$ cat src/hdl/bed_pkg.sv
package bed_pkg;

  localparam int MAX_EVENTS  = 3;
  localparam int DUR_W       = 32;
  localparam int NOW_W       = 32;
  localparam int CFG_IDX_W   = 3;
  localparam int CFG_DATA_W  = 16;
  localparam int QUEUE_DEPTH = 2;
  localparam int IN_DATA_W   = 40;
  localparam int CNT_W       = 2;

  typedef enum logic [2:0] {
    EV_PRESSED  = 3'd0,
    EV_RELEASED = 3'd1,
    EV_SINGLE   = 3'd2,
    EV_DOUBLE   = 3'd3,
    EV_LONG     = 3'd4,
    EV_HOLD     = 3'd5,
    EV_REPEAT   = 3'd6
  } event_kind_t;

  typedef enum logic [CFG_IDX_W-1:0] {
    CFG_POLARITY     = 3'd0,
    CFG_DEBOUNCE     = 3'd1,
    CFG_LONG_PRESS   = 3'd2,
    CFG_REPEAT       = 3'd3,
    CFG_DOUBLE_ON    = 3'd4,
    CFG_DOUBLE_CLICK = 3'd5,
    CFG_KEY_ON       = 3'd6
  } cfg_index_t;

  typedef struct packed {
    logic                  polarity_active_low;
    logic [CFG_DATA_W-1:0] debounce_ms;
    logic [CFG_DATA_W-1:0] long_press_ms;
    logic [CFG_DATA_W-1:0] repeat_ms;
    logic                  double_click_on;
    logic [CFG_DATA_W-1:0] double_click_ms;
    logic                  key_on;
  } cfg_t;

  // Events caused by one scan, in delivery order; count is never zero in the queue.
  typedef struct packed {
    logic [CNT_W-1:0]                  count;
    event_kind_t [MAX_EVENTS-1:0]      kind;
    logic [MAX_EVENTS-1:0][DUR_W-1:0]  dur;
  } bundle_t;

endpackage

$ cat src/hdl/bed_front.sv
module bed_front
  import bed_pkg::*;
#(
  parameter int TIME_BITS = 32
) (
  input  logic         clk,
  input  logic         rst,
  input  cfg_t         cfg,
  input  logic         scan_valid,
  output logic         scan_ready,
  input  logic         pin_level,
  input  logic [NOW_W-1:0] now_ms,
  output logic         push,
  output bundle_t      push_data,
  input  logic         q_full
);

  logic                 raw_previous;
  logic                 debounced;
  logic                 held;
  logic                 awaiting_second;
  logic [1:0]           clicks_pending;
  logic [TIME_BITS-1:0] change_stamp;
  logic [TIME_BITS-1:0] press_stamp;
  logic [TIME_BITS-1:0] repeat_stamp;
  logic [TIME_BITS-1:0] click_stamp;

  logic                 raw_previous_next;
  logic                 debounced_next;
  logic                 held_next;
  logic                 awaiting_second_next;
  logic [1:0]           clicks_pending_next;
  logic [TIME_BITS-1:0] change_stamp_next;
  logic [TIME_BITS-1:0] press_stamp_next;
  logic [TIME_BITS-1:0] repeat_stamp_next;
  logic [TIME_BITS-1:0] click_stamp_next;

  logic                 accept;
  logic [TIME_BITS-1:0] now_t;
  logic                 pressed;
  logic                 changed;
  logic [TIME_BITS-1:0] el_change;
  logic [TIME_BITS-1:0] el_press;
  logic [TIME_BITS-1:0] el_click;
  logic [TIME_BITS-1:0] el_repeat;
  logic                 edge_seen;
  logic                 press_edge;
  logic                 release_edge;
  logic                 is_long;
  logic [1:0]           pend_inc;
  logic                 short_click;
  logic [1:0]           pend_mid;
  logic                 await_mid;
  logic                 timeout;
  logic                 repeat_due;
  logic [DUR_W-1:0]     rel_dur;
  logic [DUR_W-1:0]     hold_dur;
  logic [6:0]           cand_valid;
  event_kind_t [6:0]    cand_kind;
  logic [6:0][DUR_W-1:0] cand_dur;
  bundle_t              bundle;

  assign accept     = scan_valid && scan_ready;
  assign scan_ready = !q_full;
  assign now_t      = TIME_BITS'(now_ms);
  assign pressed    = cfg.polarity_active_low ? !pin_level : pin_level;
  assign changed    = pressed != raw_previous;

  assign el_change = changed ? '0 : now_t - change_stamp;
  assign el_press  = now_t - press_stamp;
  assign el_click  = now_t - click_stamp;
  assign el_repeat = now_t - repeat_stamp;

  assign edge_seen    = (el_change >= TIME_BITS'(cfg.debounce_ms)) && (pressed != debounced);
  assign press_edge   = edge_seen && pressed;
  assign release_edge = edge_seen && !pressed;
  assign is_long      = el_press >= TIME_BITS'(cfg.long_press_ms);
  assign short_click  = release_edge && !is_long;
  assign pend_inc     = clicks_pending + 2'd1;
  assign rel_dur      = DUR_W'(el_press);
  assign hold_dur     = press_edge ? '0 : DUR_W'(el_press);

  always_comb begin
    pend_mid  = clicks_pending;
    await_mid = awaiting_second;
    if (release_edge) begin
      if (is_long) begin
        pend_mid  = 2'd0;
        await_mid = 1'b0;
      end else if (cfg.double_click_on) begin
        if (pend_inc >= 2'd2) begin
          pend_mid  = 2'd0;
          await_mid = 1'b0;
        end else begin
          pend_mid  = pend_inc;
          await_mid = 1'b1;
        end
      end
    end
  end

  // A click stamped on this scan has zero elapsed time and cannot time out.
  assign timeout = cfg.double_click_on && await_mid && !short_click &&
                   (el_click > TIME_BITS'(cfg.double_click_ms));
  assign held_next  = edge_seen ? pressed : held;
  assign repeat_due = held_next && (cfg.repeat_ms != '0) && !press_edge &&
                      (el_repeat >= TIME_BITS'(cfg.repeat_ms));

  always_comb begin
    cand_valid = '0;
    cand_kind  = '{default: EV_PRESSED};
    cand_dur   = '0;
    if (press_edge) begin
      cand_valid[0] = 1'b1;
      cand_kind[0]  = EV_PRESSED;
    end else if (release_edge) begin
      cand_dur[0] = rel_dur;
      if (is_long) begin
        cand_valid[0] = 1'b1;
        cand_kind[0]  = EV_LONG;
      end else if (!cfg.double_click_on) begin
        cand_valid[0] = 1'b1;
        cand_kind[0]  = EV_SINGLE;
      end else if (pend_inc >= 2'd2) begin
        cand_valid[0] = 1'b1;
        cand_kind[0]  = EV_DOUBLE;
      end
    end
    cand_valid[1] = release_edge;
    cand_kind[1]  = EV_RELEASED;
    cand_dur[1]   = rel_dur;
    cand_valid[2] = timeout && (pend_mid > 2'd0);
    cand_kind[2]  = EV_SINGLE;
    cand_valid[3] = timeout && (pend_mid > 2'd1);
    cand_kind[3]  = EV_SINGLE;
    cand_valid[4] = timeout && (pend_mid > 2'd2);
    cand_kind[4]  = EV_SINGLE;
    cand_valid[5] = held_next;
    cand_kind[5]  = EV_HOLD;
    cand_dur[5]   = hold_dur;
    cand_valid[6] = repeat_due;
    cand_kind[6]  = EV_REPEAT;
    cand_dur[6]   = hold_dur;
  end

  // Packs the candidates in order into at most three slots; extra ones are dropped.
  always_comb begin
    bundle = '0;
    for (int i = 0; i < 7; i++) begin
      if (cand_valid[i] && (bundle.count < CNT_W'(MAX_EVENTS))) begin
        bundle.kind[bundle.count] = cand_kind[i];
        bundle.dur[bundle.count]  = cand_dur[i];
        bundle.count              = bundle.count + CNT_W'(1);
      end
    end
  end

  assign push      = accept && cfg.key_on && (bundle.count != '0);
  assign push_data = bundle;

  always_comb begin
    raw_previous_next    = pressed;
    change_stamp_next    = changed ? now_t : change_stamp;
    debounced_next       = edge_seen ? pressed : debounced;
    press_stamp_next     = press_edge ? now_t : press_stamp;
    repeat_stamp_next    = (press_edge || repeat_due) ? now_t : repeat_stamp;
    click_stamp_next     = short_click ? now_t : click_stamp;
    clicks_pending_next  = timeout ? 2'd0 : pend_mid;
    awaiting_second_next = timeout ? 1'b0 : await_mid;
  end

  always_ff @(posedge clk) begin
    if (rst) begin
      raw_previous    <= 1'b0;
      debounced       <= 1'b0;
      held            <= 1'b0;
      awaiting_second <= 1'b0;
      clicks_pending  <= 2'd0;
      change_stamp    <= '0;
      press_stamp     <= '0;
      repeat_stamp    <= '0;
      click_stamp     <= '0;
    end else if (accept && cfg.key_on) begin
      raw_previous    <= raw_previous_next;
      debounced       <= debounced_next;
      held            <= held_next;
      awaiting_second <= awaiting_second_next;
      clicks_pending  <= clicks_pending_next;
      change_stamp    <= change_stamp_next;
      press_stamp     <= press_stamp_next;
      repeat_stamp    <= repeat_stamp_next;
      click_stamp     <= click_stamp_next;
    end
  end

  assert property (@(posedge clk) disable iff (rst)
    (accept && !cfg.key_on) |=> $stable(debounced) && $stable(clicks_pending))
    else $error("Scan changed state while the key was off.");

  assert property (@(posedge clk) disable iff (rst)
    held == debounced)
    else $error("Held flag disagrees with the debounced level.");

endmodule

$ cat src/hdl/bed_queue.sv
module bed_queue
  import bed_pkg::*;
(
  input  logic    clk,
  input  logic    rst,
  input  logic    push,
  input  bundle_t push_data,
  output logic    full,
  input  logic    pop,
  output logic    q_valid,
  output bundle_t q_data
);

  localparam int PTR_W   = $clog2(QUEUE_DEPTH);
  localparam int COUNT_W = $clog2(QUEUE_DEPTH + 1);

  bundle_t            entries [QUEUE_DEPTH];
  logic [PTR_W-1:0]   wr_ptr;
  logic [PTR_W-1:0]   rd_ptr;
  logic [COUNT_W-1:0] count;

  assign full    = count == COUNT_W'(QUEUE_DEPTH);
  assign q_valid = count != '0;
  assign q_data  = entries[rd_ptr];

  always_ff @(posedge clk) begin
    if (push) begin
      entries[wr_ptr] <= push_data;
    end
  end

  always_ff @(posedge clk) begin
    if (rst) begin
      wr_ptr <= '0;
      rd_ptr <= '0;
      count  <= '0;
    end else begin
      if (push) begin
        wr_ptr <= wr_ptr + PTR_W'(1);
      end
      if (pop) begin
        rd_ptr <= rd_ptr + PTR_W'(1);
      end
      if (push && !pop) begin
        count <= count + COUNT_W'(1);
      end else if (pop && !push) begin
        count <= count - COUNT_W'(1);
      end
    end
  end

  assert property (@(posedge clk) disable iff (rst) push |-> !full)
    else $error("Push into a full queue.");

  assert property (@(posedge clk) disable iff (rst) pop |-> q_valid)
    else $error("Pop from an empty queue.");

  assert property (@(posedge clk) disable iff (rst)
    (push && !pop) |=> count == $past(count) + COUNT_W'(1))
    else $error("Queue count did not follow a push.");

endmodule

$ cat src/hdl/bed_back.sv
module bed_back
  import bed_pkg::*;
(
  input  logic             clk,
  input  logic             rst,
  input  logic             q_valid,
  input  bundle_t          q_data,
  output logic             pop,
  output logic             m_axis_tvalid,
  input  logic             m_axis_tready,
  output logic [DUR_W-1:0] m_axis_tdata,
  output logic [2:0]       m_axis_tuser,
  output logic             m_axis_tlast
);

  logic [CNT_W-1:0] idx;
  logic             advance;
  logic             take;
  logic             last_ev;

  assign advance = !m_axis_tvalid || m_axis_tready;
  assign take    = advance && q_valid;
  assign last_ev = idx == (q_data.count - CNT_W'(1));
  assign pop     = take && last_ev;

  always_ff @(posedge clk) begin
    if (rst) begin
      m_axis_tvalid <= 1'b0;
      idx           <= '0;
    end else begin
      if (advance) begin
        m_axis_tvalid <= q_valid;
      end
      if (take) begin
        idx <= last_ev ? '0 : idx + CNT_W'(1);
      end
    end
  end

  always_ff @(posedge clk) begin
    if (take) begin
      m_axis_tdata <= q_data.dur[idx];
      m_axis_tuser <= q_data.kind[idx];
      m_axis_tlast <= last_ev;
    end
  end

  assert property (@(posedge clk) disable iff (rst)
    q_valid |-> (q_data.count != '0) && (idx < q_data.count))
    else $error("Event index outside the queued bundle.");

  assert property (@(posedge clk) disable iff (rst)
    !q_valid |-> idx == '0)
    else $error("Event index left mid-bundle with an empty queue.");

endmodule

$ cat src/hdl/button_event_detector.sv
// Channel   Direction  Payload
// s_axis    in         tdata: pin_level [0], now_ms [32:1], zero fill [39:33]
// m_axis    out        tdata: duration_ms [31:0]; tuser: event_kind; tlast: last_of_scan
// cfg       in         cfg_index: register number; cfg_data: value (low bits used)
//
// A scan request is classified in the cycle it is accepted and its events enter a
// two-entry queue; the first event then passes the queue and the output register
// before it is valid on m_axis. The output side sends one event per cycle while
// m_axis_tready is high; a scan yields 0 to 3 events, and scans are accepted every
// cycle while the queue has room. Reset is synchronous and restores every control
// and state register. A stalled output fills the queue, then s_axis_tready drops.
module button_event_detector
  import bed_pkg::*;
#(
  parameter int TIME_BITS = 32
) (
  input  logic                  clk,
  input  logic                  rst,
  input  logic                  s_axis_tvalid,
  output logic                  s_axis_tready,
  input  logic [IN_DATA_W-1:0]  s_axis_tdata,   // pin_level, now_ms
  output logic                  m_axis_tvalid,
  input  logic                  m_axis_tready,
  output logic [DUR_W-1:0]      m_axis_tdata,   // duration_ms
  output logic [2:0]            m_axis_tuser,   // event_kind
  output logic                  m_axis_tlast,
  input  logic                  cfg_valid,
  output logic                  cfg_ready,
  input  logic [CFG_IDX_W-1:0]  cfg_index,
  input  logic [CFG_DATA_W-1:0] cfg_data
);

  cfg_t    cfg;
  logic    push;
  bundle_t push_data;
  logic    q_full;
  logic    q_valid;
  bundle_t q_data;
  logic    pop;

  assign cfg_ready = 1'b1;

  always_ff @(posedge clk) begin
    if (rst) begin
      cfg.polarity_active_low <= 1'b1;
      cfg.debounce_ms         <= CFG_DATA_W'(20);
      cfg.long_press_ms       <= CFG_DATA_W'(1000);
      cfg.repeat_ms           <= '0;
      cfg.double_click_on     <= 1'b0;
      cfg.double_click_ms     <= CFG_DATA_W'(300);
      cfg.key_on              <= 1'b1;
    end else if (cfg_valid && cfg_ready) begin
      unique case (cfg_index)
        CFG_POLARITY:     cfg.polarity_active_low <= cfg_data[0];
        CFG_DEBOUNCE:     cfg.debounce_ms         <= cfg_data;
        CFG_LONG_PRESS:   cfg.long_press_ms       <= cfg_data;
        CFG_REPEAT:       cfg.repeat_ms           <= cfg_data;
        CFG_DOUBLE_ON:    cfg.double_click_on     <= cfg_data[0];
        CFG_DOUBLE_CLICK: cfg.double_click_ms     <= cfg_data;
        CFG_KEY_ON:       cfg.key_on              <= cfg_data[0];
        default: ;
      endcase
    end
  end

  bed_front #(
    .TIME_BITS(TIME_BITS)
  ) u_front (
    .clk        (clk),
    .rst        (rst),
    .cfg        (cfg),
    .scan_valid (s_axis_tvalid),
    .scan_ready (s_axis_tready),
    .pin_level  (s_axis_tdata[0]),
    .now_ms     (s_axis_tdata[NOW_W:1]),
    .push       (push),
    .push_data  (push_data),
    .q_full     (q_full)
  );

  bed_queue u_queue (
    .clk       (clk),
    .rst       (rst),
    .push      (push),
    .push_data (push_data),
    .full      (q_full),
    .pop       (pop),
    .q_valid   (q_valid),
    .q_data    (q_data)
  );

  bed_back u_back (
    .clk           (clk),
    .rst           (rst),
    .q_valid       (q_valid),
    .q_data        (q_data),
    .pop           (pop),
    .m_axis_tvalid (m_axis_tvalid),
    .m_axis_tready (m_axis_tready),
    .m_axis_tdata  (m_axis_tdata),
    .m_axis_tuser  (m_axis_tuser),
    .m_axis_tlast  (m_axis_tlast)
  );

endmodule

$ cat config.mk
export PLATFORM = sky130hd
export DESIGN_NAME = button_event_detector
export DESIGN_NICKNAME = d
export VERILOG_FILES = /design/src/hdl/bed_pkg.sv /design/src/hdl/bed_front.sv /design/src/hdl/bed_queue.sv /design/src/hdl/bed_back.sv /design/src/hdl/button_event_detector.sv
export SDC_FILE = /design/constraint.sdc
export NUM_CORES = 1
export LEC_CHECK = 0
export BUFFER_PORTS_ARGS = -buffer_cell sky130_fd_sc_hd__buf_2
export CAP_MARGIN = 30
export CORE_MARGIN = 5
export CORE_UTILIZATION = 60
export CTS_CLUSTER_DIAMETER = 150
export DETAILED_ROUTE_END_ITERATION = 10
export PLACE_DENSITY_LB_ADDON = 0.2
export SLEW_MARGIN = 10
export SYNTH_ARGS = -nofsm -noshare
export SYNTH_HDL_FRONTEND = slang
export SYNTH_HIERARCHICAL = 1
export SYNTH_SLANG_ARGS = --single-unit
$ cat constraint.sdc
create_clock -name clk -period 27.5 [get_ports clk]
set_clock_uncertainty 0.1 [all_clocks]
set_input_delay 4.125 -clock clk [delete_from_list [all_inputs] [get_ports clk]]
set_output_delay 4.125 -clock clk [all_outputs]
set_load 0.005 [all_outputs]
# --- Yosys cells after proc, flatten, opt, wreduce, memory -nomap -nowiden ---
# Memories as Yosys holds them, arrays and structs flattened. A register that Yosys moved wholly into a read port is not among the register bits.
# Index checks and enable logic that the tools add are counted.
word_totals:
  wordCells: 236
  ram_bits: 214
  ff_bits: 244
  out_inout_bits: 39
  input_bits: 64
  n_memories: 1
classes:
  bitwise: 24
  n_addsub: 17
  n_eq_ne: 10
  n_mux: 73
  magnitude_cmp: 27
  n_reduce_logical: 60
mem_list:
  columns: ["name", "depth", "word_bits", "read_ports", "rd_ports_with_merged_regs", "write_ports", "line", "source"]
  rows:
  - ["u_queue.entries", 2, 107, 1, 1, 1, "bed_queue.sv:17", "bundle_t entries [QUEUE_DEPTH];"]
ops:
  columns: ["cell", "n"]
  rows:
  - ["$mux W107", 6]
  - ["$demux W32 S2", 6]
  - ["$mux W32", 12]
  - ["$and A96 B96 Y96", 3]
  - ["$bwmux W96", 3]
  - ["$not A96 Y96", 3]
  - ["$sub A32 B32 Y32", 4]
  - ["$ge A32 B16 Y1", 3]
  - ["$bmux W32 S2", 1]
  - ["$demux W3 S2", 6]
  - ["$mux W3", 12]
  - ["$gt A32 B16 Y1", 1]
  - ["$logic_and A1 B1 Y1", 32]
  - ["$not A6 Y6", 4]
  - ["$reduce_and A2 Y1", 12]
  - ["$and A6 B6 Y6", 3]
  - ["$lt A2 B3 Y1 const B", 6]
  - ["$mux W2", 9]
  - ["$mux W1", 17]
  - ["$add A2 B1 Y2 const B", 8]
  - ["$reduce_bool A16 Y1", 1]
  - ["$or A6 B6 Y6", 2]
  - ["$ge A2 B1 Y1 const B", 5]
  - ["$lt A2 B2 Y1 const B", 5]
  - ["other kinds (25)", 47]

# --- Longest topological paths before layout ---
logic_depth:
  word_depth: 58
  ltp_mapped: 61
  depth_no_buf: 60

# --- Modules after synthesis ---
# The synthesis kept the hierarchy.
by_module_without_submodules:
  columns: ["module", "n_inst", "area_per_inst_um2", "seq_area_each_um2", "cells_each"]
  rows:
  - ["bed_front", 1, 16097.9, 2682.6, 2241]
  - ["bed_queue", 1, 8042.7, 6526.3, 355]
  - ["button_event_detector", 1, 2743.9, 1341.3, 255]
  - ["bed_back", 1, 2014.4, 1141.1, 178]

# --- Worst setup path before layout ---
# OpenSTA, ideal clock, no wires.
synth_timing:
  path_type: "input port to flip-flop"
  start: "input port s_axis_tdata[1]"
  end: "memory u_queue/entries[0][0] in the netlist's numbering (enable)"
  path_buffers: 1
  setup_ps: 587
  path_slack_ps: 8787
  required_ps: 26813
  cell_stages: 53
  arrival_ps: 18027
  path_cell_list: "inv_1 -> ha_1 -> fa_1 -> nand2b_1 -> a21oi_2 -> nor2_1 -> o21ai_0 -> a21o_2 -> a21oi_1 -> xor2_1 -> nor2_1 -> ha_1 -> o21ai_0 -> o21ai_0 -> a211oi_1 -> o21ai_0 -> nor4b_1 -> nand4_1 -> (+17 left out) -> a41oi_1 -> a21boi_4 -> xnor2_2 -> inv_1 -> ha_1 -> nor3_1 -> o211ai_1 -> or3b_1 -> buf_6 -> or2b_1 -> o31ai_1 -> a21oi_1 -> inv_1 -> ha_1 -> nor3_4 -> inv_1 -> a21oi_2 -> nor2b_1"
synth_via:
  elab_chain_len: 30
  elab_cells_between_ends: 65
  classes_between: "10 x add/sub; 13 x order compare; 18 x mux; 24 x reduce/logical"
synth_rtl:
  columns: ["element", "line", "source"]
  rows:
  - ["from (decl)", "button_event_detector.sv:21", "input logic [IN_DATA_W-1:0] s_axis_tdata,"]
  - ["$sub A32 B32 Y32", "bed_front.sv:69", "assign el_change = changed ? '0 : now_t - change_stamp;"]
  - ["$mux W32", "bed_front.sv:69", null]
  - ["$ge A32 B16 Y1", "bed_front.sv:74", "assign edge_seen = (el_change >= TIME_BITS'(cfg.debounce_ms)) && (pressed != debounced);"]
  - ["$logic_and A1 B1 Y1", "bed_front.sv:74", null]
  - ["$logic_and A1 B1 Y1", "bed_front.sv:76", "assign release_edge = edge_seen && !pressed;"]
  - ["$mux W1", "bed_front.sv:116", "end else if (release_edge) begin"]
  - ["$mux W1", "bed_front.sv:113", "if (press_edge) begin"]
  - ["$mux W1", "bed_front.sv:150", "if (cand_valid[i] && (bundle.count < CNT_W'(MAX_EVENTS))) begin"]
  - ["(+15 left out)", null, null]
  - ["$lt A2 B2 Y1", "bed_front.sv:150", null]
  - ["$logic_and A1 B1 Y1", "bed_front.sv:150", null]
  - ["$mux W107 *", "bed_front.sv:150", null]
  - ["$reduce_bool A2 Y1 *", "bed_front.sv:158", "assign push = accept && cfg.key_on && (bundle.count != '0);"]
  - ["$logic_and A1 B1 Y1 *", "bed_front.sv:158", null]
  - ["via push", "button_event_detector.sv:34", "logic push;"]
  - ["$mux W1 *", "bed_queue.sv:27", "if (push) begin"]
  - ["$mux W1 (implied by the code) *", "bed_queue.sv:28", "entries[wr_ptr] <= push_data;"]
  - ["to (decl)", "bed_queue.sv:17", null]
# The timed path passes the listed nets; every way through them passes the cells marked *.

# --- Worst setup path after layout ---
layout_timing:
  start: "input port s_axis_tdata[1]"
  end: "memory u_queue/entries[1][95] in the netlist's numbering (enable)"
# The elaborated chain is that of the path after synthesis.

==> flow_summary_export.csv <==
group,metric,value,unit
hold_path,hold_class,"flop to flop",
power,powerDensity,80.1,mW/mm^2
critical_path,crit_path_start_kind,"primary input",
logic_synthesis,ys_types,109,
sta,hold_viol,0,
sta,tns,0,ps
power,leakage,0.0124,uW
clocking,h-tree-depth,2,
logic_synthesis,yosysSeqAreaShare,0.405,
sta,period_share,0.622,
run,drv_cap,0,
logic_synthesis,ys.flop_type,"edfxtp_1",
die,die_y,229,um
sta,fmax,0.0584,GHz
critical_path,cp_num_cells,52,
sta,setup_viol,0,
power,power.total,2520,uW
critical_path,critPathKind,"primary input to flop",
die,io_pins,103,
sta,maxSlewHeadroom,0.355,
grt,grt_pass1_vias,22900,
place,port_buffers,94,
die,die_w,229,um
logic_synthesis,ys_ff_latch,459,
clocking,clkTransAtPathRegs,60,ps
place,hpwlAfterDp,54300,um
power,vdd_drop_max,0.0000441,V
critical_path,critPathArrivalTime,17280,ps
final_layout,nets,3345,
clocking,ctsHoldBuffers,0,
logic_synthesis,syn_nets,3306,
logic_synthesis,synth-edff-count,250,
routing,vias,22700,
final_layout,drive_gt1_frac,0.124,
routing,drtPass1Iterations,6,
sta,tightest_slew,967,ps
clocking,cts_sinks,459,
die,dieArea,0.0527,mm^2
critical_path,rr_worst_depth,50,
routing,wire_per_inst,20.0,um
grt,grt_pass1_wl,118000,um
die,rows,80,
critical_path,slowest_stage,"fa_1",
logic_synthesis,yosysWarnings,6,
logic_synthesis,async_reset_ff_frac,0,
sta,rsz0062_at_grt,"false",
place,place.gp.congestion,0.936,
logic_synthesis,synth_cells,3029,
critical_path,critPathMaxStageDelay,620,ps
sta,min_period,17110,ps
sta,finalMaxSlewViolations,0,
routing,drc,0,
critical_path,required,27660,ps
clocking,clk_latency,600,ps
die,floorplan.initialDensity,0.607,
grt,grt-ovfl-total,0,
routing,final_antenna_net_count,0,
clocking,root_buffer,"clkbuf_16",
die,core_area,0.0476,mm^2
run_status,outcome,"complete, no violations",
clocking,numCtsBuffers,50,
hold_path,hold_depth,2,
critical_path,cp-end-kind,"flop",
critical_path,crit_fanout,54,
logic_synthesis,syn_area,0.0289,mm^2
final_layout,antenna_cells,0,
final_layout,syn_to_final_growth,8.78,%
grt,antenna_found_initial,1,
clocking,post_cts_buffers,0,
routing,viasPerCell,6.09,
grt,grt_max_degree,117,
clocking,cts_buffer_depth,3,
routing,drt_iter0_drc,1635,
grt,grt_usage,0.274,
clocking,cts_tree,"done",
critical_path,crit_top_cell,"ha_1",
critical_path,path_buf_inv,8,
critical_path,cpLargestDelayFamily,"simple AND/OR/NAND/NOR gates",
routing,drt_wl_total,74400,um
clocking,cts_resized,0,
logic_synthesis,syn_avg_cell_area,9.54,um^2
[cells in the final DEF, fill, tap and decap left out, types with 47 or more instances in the layout]
master,instances
mux2i_1,207
clkbuf_16,51
buf_2,94
xor2_1,47
inv_1,258
nor2_1,342
nand2b_1,97
a21oi_1,199
o21ai_0,138
dfxtp_1,206
nand2_1,224
ha_1,208
mux2_2,80
edfxtp_1,250
[cell families after synthesis]
group / share of synthesized area
flip-flops: 0.405
adder cells (fa/ha/maj): 0.0935
multiplexers: 0.119
AND/OR/NAND/NOR: 0.150
buffers and inverters: 0.0600
other: 0.000130
XOR/XNOR: 0.0293
AO/OA/AOI/OAI: 0.143
[cells in the mapped netlist (all sizes together) (9+ instances only)]
| cell type | n | share of area |
|---|---|---|
| nor2b | 14 | 0.0030 |
| and4 | 11 | 0.0033 |
| and2 | 13 | 0.0029 |
| inv | 260 | 0.034 |
| o21bai | 10 | 0.0026 |
| nand4 | 42 | 0.0093 |
| ha | 208 | 0.090 |
| nand3 | 44 | 0.0076 |
| nor3b | 9 | 0.0023 |
| nand2 | 226 | 0.029 |
| edfxtp | 250 | 0.26 |
| a211oi | 31 | 0.0082 |
| nand2b | 97 | 0.021 |
| nor2 | 343 | 0.045 |
| a21oi | 206 | 0.037 |
| mux2i | 207 | 0.072 |
| xor2 | 47 | 0.014 |
| dfxtp | 209 | 0.14 |
| o211ai | 34 | 0.0088 |
| nor4 | 15 | 0.0035 |
| or2 | 12 | 0.0026 |
| nor3 | 30 | 0.0056 |
| o21a | 22 | 0.0057 |
| buf | 69 | 0.016 |
| clkbuf | 62 | 0.0094 |
| or3 | 10 | 0.0023 |
| and3 | 13 | 0.0029 |
| xnor2 | 48 | 0.015 |
| mux2 | 111 | 0.047 |
| a31oi | 21 | 0.0051 |
| o21ai | 154 | 0.027 |
| a21o | 48 | 0.013 |
[final cells by class]
type,count,area [um^2]
well taps,615,769
repair buffers,119,842
clock inverters,27,255
inverters,260,976
multi-input cells,2178,15500
flip-flops and latches,459,11700
fillers,3812,16200
clock buffers,65,1390
[metrics by stage]
stage	hold WS (ps)	setup slack [ps]	instances	instance area, um^2	util
2_1_floorplan	336	8790	3029	28900	-
3_3_place_gp	342	9550	3616	29500	0.619
3_5_place_dp	346	9350	3626	29700	0.623
4_1_cts	354	9880	3718	31300	0.658
5_1_grt	369	9320	3723	31400	0.660
6_report	352	10390	3723	31400	0.660
[flip-flops by register name, summed over array words and instances (netlist names), 2 cells and up, named ones only]
| name | flops |
|---|---|
| u_front/repeat_stamp | 32 |
| u_front/change_stamp | 32 |
| cfg | 67 |
| u_front/click_stamp | 32 |
| u_front/press_stamp | 32 |
| u_queue/entries | 214 |
| u_queue/count | 2 |
| u_front/clicks_pending | 2 |
| u_back/idx | 2 |
| u_back/m_axis_tuser | 3 |
| u_back/m_axis_tdata | 32 |
[power breakdown]
part / switching [uW] / total, uW / internal (uW) / leakage, uW
logic: 530 / 894 / 364 / 0.00754
registers: 49.6 / 953 / 904 / 0.00407
clock network: 283 / 669 / 387 / 0.000797
total: 862 / 2520 / 1650 / 0.0124
[layer usage]
metal | routed length [um] | track usage
met5 | 9 | 0
met4 | 2530 | 0.0938
met3 | 3520 | 0.0349
met2 | 37600 | 0.495
met1 | 30700 | 0.338
[final timing paths]
path	endpoint	slack (ps)	start
min reg2reg	u_front/change_stamp[29]$_SDFFE_PP0P_	350	u_front/change_stamp[29]$_SDFFE_PP0P_
max reg2reg	u_queue/entries[1][95]$_DFFE_PP_	14010	u_front/change_stamp[0]$_SDFFE_PP0P_
max	u_queue/entries[1][95]$_DFFE_PP_	10390	s_axis_tdata[1]
min	u_front/change_stamp[29]$_SDFFE_PP0P_	350	u_front/change_stamp[29]$_SDFFE_PP0P_
[tightest hold or removal path, cell delays in order (launching register included)]
cell and delay [ps]:
dfxtp_1 300, nand2_1 50, a21oi_1 50
(Power assumes the default switching activity.)
